==> src/hdl/rlbc_pkg.sv <==
// shared types and constants of the run-length byte codec
package rlbc_pkg;

    localparam int OUT_BYTES_DEF = 4;
    localparam int PACK_MAX      = 4;
    localparam int CNT_W         = $clog2(PACK_MAX + 1);
    localparam int STORE_DEPTH   = 128;

    localparam logic       MODE_DECODE = 1'b0;
    localparam logic       MODE_ENCODE = 1'b1;

    localparam logic [1:0] PH_IDLE     = 2'd0;
    localparam logic [1:0] PH_DEC_RUN  = 2'd1;
    localparam logic [1:0] PH_DEC_LIT  = 2'd2;
    localparam logic [1:0] PH_ENC_LIT  = 2'd1;
    localparam logic [1:0] PH_ENC_RUN  = 2'd2;

    localparam logic [7:0] RUN_FLAG    = 8'h80;
    localparam logic [7:0] RUN_FULL    = 8'hFF;
    localparam logic [6:0] MAX_CHUNK   = 7'd127;

    typedef enum logic [2:0] {
        ST_IDLE,
        ST_HDR,
        ST_REP,
        ST_LIT_RD,
        ST_LIT_PUSH,
        ST_FIN
    } seq_state_t;

    typedef struct packed {
        logic       push;
        logic [7:0] push_byte;
        logic       close;
        logic       block_done;
        logic       malformed;
    } pack_ctl_t;

    typedef struct packed {
        logic push_ok;
        logic close_ok;
    } pack_sts_t;

endpackage

==> src/hdl/run_length_byte_codec_top.sv <==
// run-length byte codec: control, byte sequencer and literal store
// an item runs through the sequencer: an optional header byte, then repeated
// bytes or literal bytes read back from the store (a read state before each push,
// as the ram read is registered), then a close; a result word waiting on
// out_ready stalls the sequencer
// reset: control state cleared, mode decode; the literal store is not cleared
module run_length_byte_codec_top #(
    parameter int OUT_BYTES = rlbc_pkg::OUT_BYTES_DEF
) (
    input  logic                       clk,
    input  logic                       rst_n,
    input  logic                       in_valid,
    output logic                       in_ready,
    input  logic [7:0]                 in_byte,
    input  logic                       block_end,
    output logic                       out_valid,
    input  logic                       out_ready,
    output logic [7:0]                 out_byte0,
    output logic [7:0]                 out_byte1,
    output logic [7:0]                 out_byte2,
    output logic [7:0]                 out_byte3,
    output logic [rlbc_pkg::CNT_W-1:0] byte_count,
    output logic                       malformed,
    output logic                       block_done,
    output logic                       last,
    input  logic                       cfg_valid,
    output logic                       cfg_ready,
    input  logic                       cfg_mode
);
    import rlbc_pkg::*;

    localparam int PER = (OUT_BYTES > PACK_MAX) ? PACK_MAX : ((OUT_BYTES < 1) ? 1 : OUT_BYTES);
    localparam int AW  = $clog2(STORE_DEPTH);

    seq_state_t state_reg, state_next;

    // codec state
    logic          mode_reg;
    logic [1:0]    phase_reg, phase_plan;
    logic [6:0]    pending_reg, pending_plan;
    logic [7:0]    run_value_reg, run_value_plan;
    logic [6:0]    run_len_reg, run_len_plan;
    logic [7:0]    prev_reg, prev_plan;

    // per-word emission plan
    logic          p_hdr_en;
    logic [7:0]    p_hdr;
    logic [6:0]    p_cnt;
    logic [7:0]    p_rep;
    logic          p_lit;
    logic          p_wr;
    logic [AW-1:0] p_wr_addr;
    logic          p_bad;

    logic [7:0]    hdr_reg, hdr_next;
    logic [6:0]    cnt_reg, cnt_next;
    logic [7:0]    rep_reg, rep_next;
    logic          lit_reg, lit_next;
    logic          wr_en_reg, wr_en_next;
    logic [AW-1:0] wr_addr_reg, wr_addr_next;
    logic [7:0]    wdata_reg, wdata_next;
    logic          end_reg, end_next;
    logic          bad_reg, bad_next;
    logic [AW-1:0] idx_reg, idx_next;

    logic          in_acc;
    logic          cfg_acc;
    logic          ram_wr;
    logic [7:0]    rd_data;
    pack_ctl_t     pctl;
    pack_sts_t     psts;

    assign cfg_ready = (state_reg == ST_IDLE);
    assign in_ready  = (state_reg == ST_IDLE) && !cfg_valid;
    assign cfg_acc   = cfg_valid && cfg_ready;
    assign in_acc    = in_valid && in_ready;

    // work out what this word emits and how the codec state moves
    always_comb
    begin
        phase_plan     = phase_reg;
        pending_plan   = pending_reg;
        run_value_plan = run_value_reg;
        run_len_plan   = run_len_reg;
        prev_plan      = prev_reg;
        p_hdr_en       = 1'b0;
        p_hdr          = 8'd0;
        p_cnt          = 7'd0;
        p_rep          = in_byte;
        p_lit          = 1'b0;
        p_wr           = 1'b0;
        p_wr_addr      = '0;
        p_bad          = 1'b0;

        if (block_end)
        begin
            if (mode_reg == MODE_DECODE)
            begin
                p_bad = (phase_reg != PH_IDLE);
            end
            else if (phase_reg == PH_ENC_LIT && pending_reg != 7'd0)
            begin
                p_hdr_en = 1'b1;
                p_hdr    = {1'b0, pending_reg};
                p_cnt    = pending_reg;
                p_lit    = 1'b1;
            end
            else if (phase_reg == PH_ENC_RUN && run_len_reg != 7'd0)
            begin
                p_hdr_en = 1'b1;
                p_hdr    = RUN_FLAG | {1'b0, run_len_reg};
                p_cnt    = 7'd1;
                p_rep    = run_value_reg;
            end
            phase_plan     = PH_IDLE;
            pending_plan   = 7'd0;
            run_value_plan = 8'd0;
            run_len_plan   = 7'd0;
        end
        else if (mode_reg == MODE_DECODE)
        begin
            if (phase_reg == PH_DEC_RUN)
            begin
                p_cnt        = run_len_reg;
                phase_plan   = PH_IDLE;
                run_len_plan = 7'd0;
            end
            else if (phase_reg == PH_DEC_LIT && pending_reg != 7'd0)
            begin
                p_cnt        = 7'd1;
                pending_plan = pending_reg - 7'd1;
                if (pending_reg == 7'd1)
                begin
                    phase_plan = PH_IDLE;
                end
            end
            else
            begin
                // control word, also the path for the unused phase
                pending_plan = 7'd0;
                run_len_plan = 7'd0;
                phase_plan   = PH_IDLE;
                if (in_byte[7])
                begin
                    run_len_plan = in_byte[6:0];
                    phase_plan   = PH_DEC_RUN;
                end
                else if (in_byte[6:0] != 7'd0)
                begin
                    pending_plan = in_byte[6:0];
                    phase_plan   = PH_DEC_LIT;
                end
            end
        end
        else
        begin
            if (phase_reg == PH_ENC_LIT && pending_reg != 7'd0)
            begin
                if (in_byte == prev_reg)
                begin
                    // equal pair opens a run, earlier literals go out first
                    if (pending_reg > 7'd1)
                    begin
                        p_hdr_en = 1'b1;
                        p_hdr    = {1'b0, pending_reg - 7'd1};
                        p_cnt    = pending_reg - 7'd1;
                        p_lit    = 1'b1;
                    end
                    pending_plan   = 7'd0;
                    run_value_plan = in_byte;
                    run_len_plan   = 7'd2;
                    phase_plan     = PH_ENC_RUN;
                end
                else if (pending_reg == MAX_CHUNK)
                begin
                    p_hdr_en     = 1'b1;
                    p_hdr        = {1'b0, MAX_CHUNK};
                    p_cnt        = MAX_CHUNK;
                    p_lit        = 1'b1;
                    p_wr         = 1'b1;
                    p_wr_addr    = '0;
                    pending_plan = 7'd1;
                end
                else
                begin
                    p_wr         = 1'b1;
                    p_wr_addr    = pending_reg;
                    pending_plan = pending_reg + 7'd1;
                end
            end
            else if (phase_reg == PH_ENC_RUN && run_len_reg != 7'd0)
            begin
                if (in_byte == run_value_reg)
                begin
                    if (run_len_reg == MAX_CHUNK)
                    begin
                        p_hdr_en     = 1'b1;
                        p_hdr        = RUN_FULL;
                        p_cnt        = 7'd1;
                        run_len_plan = 7'd1;
                    end
                    else
                    begin
                        run_len_plan = run_len_reg + 7'd1;
                    end
                end
                else
                begin
                    p_hdr_en     = 1'b1;
                    p_hdr        = RUN_FLAG | {1'b0, run_len_reg};
                    p_cnt        = 7'd1;
                    p_rep        = run_value_reg;
                    run_len_plan = 7'd0;
                    p_wr         = 1'b1;
                    p_wr_addr    = '0;
                    pending_plan = 7'd1;
                    phase_plan   = PH_ENC_LIT;
                end
            end
            else
            begin
                run_len_plan = 7'd0;
                p_wr         = 1'b1;
                p_wr_addr    = '0;
                pending_plan = 7'd1;
                phase_plan   = PH_ENC_LIT;
            end
            if (p_wr)
            begin
                prev_plan = in_byte;
            end
        end
    end

    // byte sequencer
    always_comb
    begin
        state_next   = state_reg;
        hdr_next     = hdr_reg;
        cnt_next     = cnt_reg;
        rep_next     = rep_reg;
        lit_next     = lit_reg;
        wr_en_next   = wr_en_reg;
        wr_addr_next = wr_addr_reg;
        wdata_next   = wdata_reg;
        end_next     = end_reg;
        bad_next     = bad_reg;
        idx_next     = idx_reg;
        ram_wr       = 1'b0;

        pctl.push       = 1'b0;
        pctl.push_byte  = rep_reg;
        pctl.close      = 1'b0;
        pctl.block_done = end_reg;
        pctl.malformed  = bad_reg;

        case (state_reg)
            ST_IDLE:
            begin
                if (in_acc)
                begin
                    hdr_next     = p_hdr;
                    cnt_next     = p_cnt;
                    rep_next     = p_rep;
                    lit_next     = p_lit;
                    wr_en_next   = p_wr;
                    wr_addr_next = p_wr_addr;
                    wdata_next   = in_byte;
                    end_next     = block_end;
                    bad_next     = p_bad;
                    idx_next     = '0;
                    if (p_hdr_en)
                    begin
                        state_next = ST_HDR;
                    end
                    else if (p_cnt != 7'd0)
                    begin
                        state_next = ST_REP;
                    end
                    else
                    begin
                        state_next = ST_FIN;
                    end
                end
            end
            ST_HDR:
            begin
                pctl.push      = 1'b1;
                pctl.push_byte = hdr_reg;
                if (psts.push_ok)
                begin
                    if (cnt_reg == 7'd0)
                    begin
                        state_next = ST_FIN;
                    end
                    else if (lit_reg)
                    begin
                        state_next = ST_LIT_RD;
                    end
                    else
                    begin
                        state_next = ST_REP;
                    end
                end
            end
            ST_REP:
            begin
                pctl.push      = 1'b1;
                pctl.push_byte = rep_reg;
                if (psts.push_ok)
                begin
                    cnt_next = cnt_reg - 7'd1;
                    if (cnt_reg == 7'd1)
                    begin
                        state_next = ST_FIN;
                    end
                end
            end
            ST_LIT_RD:
            begin
                state_next = ST_LIT_PUSH;
            end
            ST_LIT_PUSH:
            begin
                pctl.push      = 1'b1;
                pctl.push_byte = rd_data;
                if (psts.push_ok)
                begin
                    idx_next = idx_reg + AW'(1);
                    cnt_next = cnt_reg - 7'd1;
                    state_next = (cnt_reg == 7'd1) ? ST_FIN : ST_LIT_RD;
                end
            end
            ST_FIN:
            begin
                pctl.close = 1'b1;
                if (psts.close_ok)
                begin
                    // store write waits until literal reads are done
                    ram_wr     = wr_en_reg;
                    state_next = ST_IDLE;
                end
            end
            default:
            begin
                state_next = ST_IDLE;
            end
        endcase
    end

    always_ff @(posedge clk or negedge rst_n)
    begin
        if (!rst_n)
        begin
            state_reg     <= ST_IDLE;
            mode_reg      <= MODE_DECODE;
            phase_reg     <= PH_IDLE;
            pending_reg   <= 7'd0;
            run_value_reg <= 8'd0;
            run_len_reg   <= 7'd0;
        end
        else
        begin
            state_reg <= state_next;
            if (cfg_acc)
            begin
                mode_reg      <= cfg_mode;
                phase_reg     <= PH_IDLE;
                pending_reg   <= 7'd0;
                run_value_reg <= 8'd0;
                run_len_reg   <= 7'd0;
            end
            else if (in_acc)
            begin
                phase_reg     <= phase_plan;
                pending_reg   <= pending_plan;
                run_value_reg <= run_value_plan;
                run_len_reg   <= run_len_plan;
            end
        end
    end

    always_ff @(posedge clk)
    begin
        if (in_acc)
        begin
            prev_reg <= prev_plan;
        end
        hdr_reg     <= hdr_next;
        cnt_reg     <= cnt_next;
        rep_reg     <= rep_next;
        lit_reg     <= lit_next;
        wr_en_reg   <= wr_en_next;
        wr_addr_reg <= wr_addr_next;
        wdata_reg   <= wdata_next;
        end_reg     <= end_next;
        bad_reg     <= bad_next;
        idx_reg     <= idx_next;
    end

    rlbc_ram #(
        .WIDTH (8),
        .DEPTH (STORE_DEPTH)
    ) u_store (
        .clk     (clk),
        .wr_en   (ram_wr),
        .wr_addr (wr_addr_reg),
        .wr_data (wdata_reg),
        .rd_addr (idx_reg),
        .rd_data (rd_data)
    );

    rlbc_pack #(
        .PER (PER)
    ) u_pack (
        .clk        (clk),
        .rst_n      (rst_n),
        .ctl        (pctl),
        .sts        (psts),
        .out_ready  (out_ready),
        .out_valid  (out_valid),
        .out_byte0  (out_byte0),
        .out_byte1  (out_byte1),
        .out_byte2  (out_byte2),
        .out_byte3  (out_byte3),
        .byte_count (byte_count),
        .malformed  (malformed),
        .block_done (block_done),
        .last       (last)
    );

    a_done_is_last: assert property (@(posedge clk) disable iff (!rst_n)
        out_valid && block_done |-> last)
        else $error("block done result not marked last");

    a_malformed_on_done: assert property (@(posedge clk) disable iff (!rst_n)
        out_valid && malformed |-> block_done)
        else $error("malformed flag outside block done result");

    a_full_unless_last: assert property (@(posedge clk) disable iff (!rst_n)
        out_valid && !last |-> byte_count == CNT_W'(PER))
        else $error("partial result word before the last one");

    a_busy_after_accept: assert property (@(posedge clk) disable iff (!rst_n)
        in_valid && in_ready |=> !in_ready)
        else $error("new word taken while previous one still in work");

endmodule

==> src/hdl/rlbc_ram.sv <==
// generic single-write, single-read ram with registered read data
module rlbc_ram #(
    parameter int WIDTH = 8,
    parameter int DEPTH = 128
) (
    input  logic                     clk,
    input  logic                     wr_en,
    input  logic [$clog2(DEPTH)-1:0] wr_addr,
    input  logic [WIDTH-1:0]         wr_data,
    input  logic [$clog2(DEPTH)-1:0] rd_addr,
    output logic [WIDTH-1:0]         rd_data
);

    logic [WIDTH-1:0] mem [DEPTH];
    logic [WIDTH-1:0] rd_data_reg;

    always_ff @(posedge clk)
    begin
        if (wr_en)
        begin
            mem[wr_addr] <= wr_data;
        end
        rd_data_reg <= mem[rd_addr];
    end

    assign rd_data = rd_data_reg;

endmodule

==> src/hdl/rlbc_pack.sv <==
// output byte packer with the result word register
module rlbc_pack #(
    parameter int PER = rlbc_pkg::OUT_BYTES_DEF
) (
    input  logic                   clk,
    input  logic                   rst_n,
    input  rlbc_pkg::pack_ctl_t    ctl,
    output rlbc_pkg::pack_sts_t    sts,
    input  logic                   out_ready,
    output logic                   out_valid,
    output logic [7:0]             out_byte0,
    output logic [7:0]             out_byte1,
    output logic [7:0]             out_byte2,
    output logic [7:0]             out_byte3,
    output logic [rlbc_pkg::CNT_W-1:0] byte_count,
    output logic                   malformed,
    output logic                   block_done,
    output logic                   last
);
    import rlbc_pkg::*;

    localparam int IDX_W = $clog2(PACK_MAX);
    localparam logic [CNT_W-1:0] PER_CNT = CNT_W'(PER);

    logic [7:0]       pack_reg [PACK_MAX];
    logic [7:0]       pack_next [PACK_MAX];
    logic [CNT_W-1:0] cnt_reg, cnt_next;
    logic             out_valid_reg, out_valid_next;
    logic [7:0]       obyte_reg [PACK_MAX];
    logic [7:0]       obyte_next [PACK_MAX];
    logic [CNT_W-1:0] ocount_reg, ocount_next;
    logic             omal_reg, omal_next;
    logic             odone_reg, odone_next;
    logic             olast_reg, olast_next;

    logic out_free;
    logic full;
    logic close_need;
    logic load;

    always_comb
    begin
        out_free   = !out_valid_reg || out_ready;
        full       = (cnt_reg == PER_CNT);
        close_need = ctl.block_done || (cnt_reg != '0);

        sts.push_ok  = !full || out_free;
        sts.close_ok = !close_need || out_free;

        load = (ctl.push && full && out_free) || (ctl.close && close_need && out_free);

        pack_next = pack_reg;
        cnt_next  = cnt_reg;
        if (ctl.push && sts.push_ok)
        begin
            if (full)
            begin
                pack_next[0] = ctl.push_byte;
                cnt_next     = CNT_W'(1);
            end
            else
            begin
                pack_next[cnt_reg[IDX_W-1:0]] = ctl.push_byte;
                cnt_next = cnt_reg + CNT_W'(1);
            end
        end
        else if (ctl.close && sts.close_ok)
        begin
            cnt_next = '0;
        end

        // unused slots of a result read as zero
        for (int j = 0; j < PACK_MAX; j++)
        begin
            obyte_next[j] = (CNT_W'(j) < cnt_reg) ? pack_reg[j] : 8'd0;
        end
        ocount_next = cnt_reg;
        olast_next  = ctl.close;
        odone_next  = ctl.close && ctl.block_done;
        omal_next   = ctl.close && ctl.block_done && ctl.malformed;

        if (load)
        begin
            out_valid_next = 1'b1;
        end
        else if (out_ready)
        begin
            out_valid_next = 1'b0;
        end
        else
        begin
            out_valid_next = out_valid_reg;
        end
    end

    always_ff @(posedge clk or negedge rst_n)
    begin
        if (!rst_n)
        begin
            cnt_reg       <= '0;
            out_valid_reg <= 1'b0;
        end
        else
        begin
            cnt_reg       <= cnt_next;
            out_valid_reg <= out_valid_next;
        end
    end

    always_ff @(posedge clk)
    begin
        pack_reg <= pack_next;
        if (load)
        begin
            obyte_reg  <= obyte_next;
            ocount_reg <= ocount_next;
            omal_reg   <= omal_next;
            odone_reg  <= odone_next;
            olast_reg  <= olast_next;
        end
    end

    assign out_valid  = out_valid_reg;
    assign out_byte0  = obyte_reg[0];
    assign out_byte1  = obyte_reg[1];
    assign out_byte2  = obyte_reg[2];
    assign out_byte3  = obyte_reg[3];
    assign byte_count = ocount_reg;
    assign malformed  = omal_reg;
    assign block_done = odone_reg;
    assign last       = olast_reg;

endmodule
==> config.mk <==
export PLATFORM = sky130hd
export DESIGN_NAME = run_length_byte_codec_top
export DESIGN_NICKNAME = d
export VERILOG_FILES = /design/src/hdl/rlbc_pkg.sv /design/src/hdl/run_length_byte_codec_top.sv /design/src/hdl/rlbc_ram.sv /design/src/hdl/rlbc_pack.sv
export SDC_FILE = /design/constraint.sdc
export NUM_CORES = 1
export LEC_CHECK = 0
export ABC_AREA = 1
export BUFFER_PORTS_ARGS = -buffer_cell sky130_fd_sc_hd__buf_2
export CORE_MARGIN = 4
export CORE_UTILIZATION = 55
export CTS_CLUSTER_SIZE = 20
export DETAILED_ROUTE_END_ITERATION = 10
export PLACE_DENSITY = 0.74
export SYNTH_ARGS = -nofsm -noshare
export SYNTH_HDL_FRONTEND = slang
export SYNTH_HIERARCHICAL = 1
export SYNTH_SLANG_ARGS = --single-unit
==> constraint.sdc <==
create_clock -name clk -period 4.67 [get_ports clk]
set_input_delay 0.2335 -clock clk [delete_from_list [all_inputs] [get_ports clk]]
set_output_delay 0.2335 -clock clk [all_outputs]
set_load 0.1 [all_outputs]
==> results.md, run 1 <==
### Outcome
* complete, no violations — outcome

### Routing
* 6 — first drt pass iteration count
* 5.94 — mean number of vias per cell
* 0 — DRT antenna net count
* 34.0k — total vias in the final route
* 124,000 um — routed wire length
* 21.7 um — wire length per cell
* 0 — # DRC
* 4,357 — DRT iter0 DRCs

### CTS
* 0.06 ns — Clock transition at path regs
* 3 — number of H-tree levels
* done — TritonCTS clock tree
* sky130_fd_sc_hd__clkbuf_16 — Clock Tree Root
* 0 — number of setup buffers added after CTS
* 1,191 — Clock Sinks
* 113 — number of buffers created by CTS
* 0.69 ns — clock latency on the worst-skew pair
* 3 — buffers from clock root to sink, at most

### Flow run
* 0 — max capacitance violation total

### Floorplan
* 90,300 um^2 — core region area
* 0.557 — starting density of the core
* 310 um — vertical die dimension
* 56 — IO Count
* 96,300 um^2 — Die Area
* 110 — Core Rows
* 310 um — die width

### Worst setup path
* 5.25 ns — data required time at the worst endpoint
* flip-flop — Critical Path End Type
* 196 — maximum net fanout on the critical path
* flip-flop — CP startpoint kind
* 3.93 ns — critical path arrival
* reg -> reg — start-to-end type of the worst setup path

### Placement
* 5,505 — Cells after DPL
* 55 — port bufs
* 1.38 ns — post-place setup slack
* 0.914 — placer congestion estimate
* 70,700 um — total half-perimeter wirelength after legalization and detailed placement

### Timing
* 0 — final setup violation count
* 0.0460 ns — setup clock skew after layout
* false — RSZ-0062 raised after global routing
* 0.719 — post-route clock period utilization
* 1.17 ns — slew at the pin closest to its max-slew limit
* 0 — final count of hold timing violations
* 0 ns — setup TNS
* 0.221 — normalized max-slew margin
* 3.36 ns — shortest clock period the worst path allows after layout
* 0 — max-slew violation count
* 1.31 ns — Worst Setup Slack, final
* 298 MHz — highest attainable clock frequency
* 0.0993 ns — smallest hold slack

### Yosys
* 1,151 — number of synthesized flops with an enable pin
* 11.2 um^2 — syn avg cell area
* 50,300 um^2 — post-synthesis instance area
* 1,191 — flip-flop and latch count after synthesis
* sky130_fd_sc_hd__edfxtp_1 — Post-synth top flop
* 0.707 — post-synthesis sequential area ratio
* 0.0269 — post-synthesis async set-or-reset flop share
* 6 — number of warnings reported in the yosys synthesis log
* 4,498 — Mapped Nets
* 4,470 — synthesized instance count
* 50 — Synth cell types

### Min path
* in -> reg — type of the tightest min-delay check

### Layout
* sky130_fd_sc_hd__nand2_1 — leading cell type in the layout, fill and taps excluded
* 1,024 — Largest register FFs
* 9.43% — P&R area growth vs syn
* 4,484 — number of nets at the end of the flow
* 0.0732 — fraction of layout instances using a drive strength above 1
* sky130_fd_sc_hd__nand2_1, sky130_fd_sc_hd__edfxtp_1, sky130_fd_sc_hd__nand3_1 — top library cells by usage in the layout, fill and taps aside
* 5,726 — final std cells w/o fill

### GRT
* 207 — pin count of the biggest net entering global routing
* 0 — final global-route overflow total
* 32.8k — via count of the first global-routing pass
* 191,000 um — wire length of the first global-routing pass
* 0.257 — Global Route Usage Sum
* 1 — initial antenna violation count

### Power
* 0.696 mV — IR Drop Worst-Case VDD
* 20.0 nW — Static Leakage
* 612 nW/um^2 — Pwr per Cell Area
* 33.7 mW — Total Power

==> cell usage after synthesis, types with 9 or more instances <==
cell type	n	area share
sky130_fd_sc_hd__nand2_1	1423	0.11
sky130_fd_sc_hd__edfxtp_1	1151	0.69
sky130_fd_sc_hd__nand3_1	977	0.097
sky130_fd_sc_hd__nor2_1	230	0.017
sky130_fd_sc_hd__inv_1	143	0.011
sky130_fd_sc_hd__buf_2	127	0.013
sky130_fd_sc_hd__o21ai_0	63	0.0063
sky130_fd_sc_hd__buf_4	43	0.0064
sky130_fd_sc_hd__clkbuf_1	38	0.0028
sky130_fd_sc_hd__dfrtp_1	32	0.016
sky130_fd_sc_hd__inv_2	26	0.0019
sky130_fd_sc_hd__buf_6	23	0.0052
sky130_fd_sc_hd__a21oi_1	22	0.0022
sky130_fd_sc_hd__nor3_1	22	0.0022
sky130_fd_sc_hd__o22ai_1	16	0.0020
sky130_fd_sc_hd__buf_1	15	0.0011
sky130_fd_sc_hd__ha_1	13	0.0032
sky130_fd_sc_hd__nand4_1	12	0.0015
sky130_fd_sc_hd__nor2_4	9	0.0020
==> through the flow <==
| stage | util | instance area, um^2 |
|---|---|---|
| after detailed placement | 0.567 | 51200 |
| final | 0.609 | 55000 |
| after global routing | 0.609 | 55000 |
| after CTS | 0.609 | 55000 |
| after floorplan | - | 50300 |
| after global placement | 0.567 | 51200 |
==> final timing paths <==
kind                                   from            endpoint  slack [ns]  cells after the start
setup / recovery                 idx_reg[0]  u_store/rd_data[6]        1.31                     12
hold / removal                    cfg_valid      run_len_reg[5]         0.1                      4
setup reg to reg                 idx_reg[0]  u_store/rd_data[6]        1.31                     12
hold reg to reg            run_value_reg[1]    run_value_reg[1]        0.53                      2
max in group asynchronous             rst_n      pending_reg[5]        3.97                      2
min in group asynchronous             rst_n    u_pack/out_valid        0.18                      2
==> repair_timing <==
action                                 CTS  global route
setup endpoints to repair                0             0
hold buffers                            12             0
endpoints found under the hold margin   57             0
resized for setup                        0             0
==> cell type report <==
type | instances | area (um^2)
Antenna cell | 1 | 2.50
Clock buffer | 140 | 3000
Clock inverter | 68 | 702
Fill cell | 6879 | 35300
Inverter | 171 | 668
Multi-Input combinational cell | 2862 | 12700
Sequential cell | 1191 | 35500
Tap cell | 1176 | 1470
Timing Repair Buffer | 117 | 946
==> report_power, final <==
part	total [mW]	internal (mW)	leakage, nW	switching (mW)
logic	11.6	2.93	7.32	8.71
clock network	9.16	5.27	1.81	3.89
registers	12.9	12.5	10.9	0.393
==> logic make-up after synthesis <==
group / Yosys count / synth area share
xor gates and xnor gates: 14 / 0.00244
and+or+nand+nor: 2706 / 0.232
buffers and inverters: 417 / 0.0411
muxes: 1 / 0.000199
adders and majority gates: 13 / 0.00324
DFF: 1191 / 0.707
AOI/OAI and AO/OA: 128 / 0.0147
==> worst max-delay path, cell delays in order, from the launching register on <==
cell and delay, ns:
sky130_fd_sc_hd__edfxtp_1 0.97, sky130_fd_sc_hd__inv_16 0.40, sky130_fd_sc_hd__buf_4 0.50, sky130_fd_sc_hd__nand2_1 0.11, sky130_fd_sc_hd__nand3_1 0.07, sky130_fd_sc_hd__nand3_1 0.17
sky130_fd_sc_hd__nand3_1 0.15, sky130_fd_sc_hd__nand2_1 0.18, sky130_fd_sc_hd__nand2_1 0.12, sky130_fd_sc_hd__nand3_1 0.15, sky130_fd_sc_hd__nand2_1 0.07, sky130_fd_sc_hd__nand2_1 0.09
sky130_fd_sc_hd__nand2_1 0.06
==> routing by layer <==
layer  vias up  global-route usage  part of all wire
li1      15513                   -                 -
met4         0              0.0949             0.033
met2      1818               0.404              0.47
met1     16410               0.365              0.40
met5         -                   0                 0
met3       278              0.0459              0.10
Power figures use the tool's default switching activity.
==> run 2: changes to the inputs <==
==> constraint.sdc (replaced) <==
create_clock -name clk -period 3.4 [get_ports clk]
set_input_delay 0.17 -clock clk [delete_from_list [all_inputs] [get_ports clk]]
set_output_delay 0.17 -clock clk [all_outputs]
set_load 0.1 [all_outputs]
==> run 2 against run 1 <==
First-iteration DRC count up 11%; cell area up 2.5%; sequential power up 37%; clock power up 40%; clock-buffer cell count up 6; hold slack worse by 0.037 ns; global-route usage up 0.73 points; sequential share of layout area down 1.6 points; non-clock buffer count up 153; maximum frequency up 14%; die area unchanged; total power up 39%.
==> results.md, run 2 (synthesized netlist as in run 1, its figures left out) <==
### Power
* 0.826 mV — IR Drop Worst-Case VDD
* 20.9 nW — Static Leakage
* 832 nW/um^2 — Pwr per Cell Area
* 46.9 mW — Total Power

### Placement
* 55 — port bufs
* 0.596 ns — post-place setup slack
* 74,800 um — total half-perimeter wirelength after legalization and detailed placement
* 5,658 — Cells after DPL
* 52,500 um^2 — placed cell areas
* 0.934 — placer congestion estimate

### CTS
* 116 — number of buffers created by CTS
* 3 — buffers from clock root to sink, at most
* sky130_fd_sc_hd__clkbuf_16 — Clock Tree Root
* 0.07 ns — Clock transition at path regs
* 1,191 — Clock Sinks
* 0 — number of setup buffers added after CTS
* 3 — number of H-tree levels
* 0 — post-cts sizing count
* done — TritonCTS clock tree
* 0.70 ns — clock latency on the worst-skew pair

### Timing
* 0.0619 ns — smallest hold slack
* 2.95 ns — shortest clock period the worst path allows after layout
* 339 MHz — highest attainable clock frequency
* 0.867 — post-route clock period utilization
* 0 — max-slew violation count
* 0.259 — normalized max-slew margin
* 0 ns — setup TNS
* 0 — final setup violation count
* 1.11 ns — slew at the pin closest to its max-slew limit
* 0.0400 ns — setup clock skew after layout
* 0 — final count of hold timing violations
* false — RSZ-0062 raised after global routing
* 0.453 ns — Worst Setup Slack, final

### GRT
* 0.264 — Global Route Usage Sum
* 1 — initial antenna violation count
* 33.4k — via count of the first global-routing pass
* 195,000 um — wire length of the first global-routing pass
* 196 — pin count of the biggest net entering global routing
* 0 — final global-route overflow total

### Floorplan
* 110 — Core Rows
* 0.557 — starting density of the core
* 310 um — vertical die dimension
* 96,300 um^2 — Die Area
* 310 um — die width
* 56 — IO Count
* 90,300 um^2 — core region area

### Routing
* 128,000 um — routed wire length
* 4,816 — DRT iter0 DRCs
* 6 — first drt pass iteration count
* 0 — DRT antenna net count
* 0 — # DRC
* 21.7 um — wire length per cell
* 5.89 — mean number of vias per cell
* 34.7k — total vias in the final route

### Layout
* 56,400 um^2 — post-route cell area
* 12.2% — P&R area growth vs syn
* 5,882 — final std cells w/o fill
* 0 — number of antenna diodes
* 0.103 — fraction of layout instances using a drive strength above 1
* sky130_fd_sc_hd__nand2_1, sky130_fd_sc_hd__edfxtp_1, sky130_fd_sc_hd__nand3_1 — top library cells by usage in the layout, fill and taps aside
* 0.624 — final cell utilization of the core
* 4,640 — number of nets at the end of the flow
* 1,024 — Largest register FFs
* sky130_fd_sc_hd__nand2_1 — leading cell type in the layout, fill and taps excluded

### Outcome
* complete, no violations — outcome

### Worst setup path
* flip-flop — CP startpoint kind
* flip-flop — Critical Path End Type
* 195 — maximum net fanout on the critical path
* 4.05 ns — data required time at the worst endpoint
* reg -> reg — start-to-end type of the worst setup path
* 3.60 ns — critical path arrival

### Flow run
* 0 — max capacitance violation total

### Min path
* in -> reg — type of the tightest min-delay check

run 2: changes by cell type in the layout (fill, tap and decap cells not counted), moves of 2 or more:
cell                         previous run  this run
sky130_fd_sc_hd__buf_12                14        25
sky130_fd_sc_hd__clkinv_1              23        26
sky130_fd_sc_hd__clkinv_4               0         2
sky130_fd_sc_hd__clkinvlp_4             4         2
sky130_fd_sc_hd__buf_4                 36       178
sky130_fd_sc_hd__clkinv_2              26        18
sky130_fd_sc_hd__clkbuf_1              23        27
run 2: layout make-up:
type                       instances  area (um^2)
tap                             1176         1470
multi-input combinational       2862        12700
timing repair buffer             270         2230
inverter                         171          668
sequential                      1191        35500
clock inverter                    66          723
fill                            6764        33900
clock buffer                     146         3060
run 2: report_power, final:
group	total [mW]	switching [mW]	internal, mW
clock network	12.8	5.41	7.35
registers	17.7	0.539	17.1
logic	16.5	12.3	4.21
total	46.9	18.2	28.7
run 2: critical path: stages (launching register included):
cell	delay (ns)
sky130_fd_sc_hd__edfxtp_1	0.89
sky130_fd_sc_hd__buf_12	0.66
sky130_fd_sc_hd__nand2_1	0.11
sky130_fd_sc_hd__nand3_1	0.13
sky130_fd_sc_hd__nand3_1	0.09
sky130_fd_sc_hd__nand3_1	0.20
sky130_fd_sc_hd__nand2_1	0.11
sky130_fd_sc_hd__nand2_1	0.10
sky130_fd_sc_hd__nand3_1	0.09
sky130_fd_sc_hd__nand2_1	0.16
sky130_fd_sc_hd__nand2_1	0.10
sky130_fd_sc_hd__nand2_1	0.07
run 2: path summary, 6_finish.rpt:
check / startpoint / endpoint / slack (ns) / cells past startpoint
max in group asynchronous: rst_n / run_value_reg[2] / 2.71 / 2
min in group asynchronous: rst_n / state_reg[2] / 0.13 / 2
worst max register to register: idx_reg[0] / u_store/rd_data[1] / 0.45 / 11
worst max-delay path: idx_reg[0] / u_store/rd_data[1] / 0.45 / 11
worst min register to register: u_pack/pack_reg[3] / u_pack/out_byte3[3] / 0.52 / 2
worst min-delay path: cfg_valid / run_len_reg[5] / 0.06 / 4
run 2: layer usage:
metal / GRT usage / up-vias / part of all wire
met2: 0.420 / 1933 / 0.47
met1: 0.367 / 16603 / 0.39
met3: 0.0510 / 284 / 0.11
met5: 0 / - / 0.000063
met4: 0.100 / 2 / 0.035
li1: - / 15834 / -
run 2: what timing repair did:
| action | in CTS | in global routing |
|---|---|---|
| setup endpoints to repair | 0 | 0 |
| hold buffers | 12 | 0 |
| hold endpoints to repair | 63 | 0 |
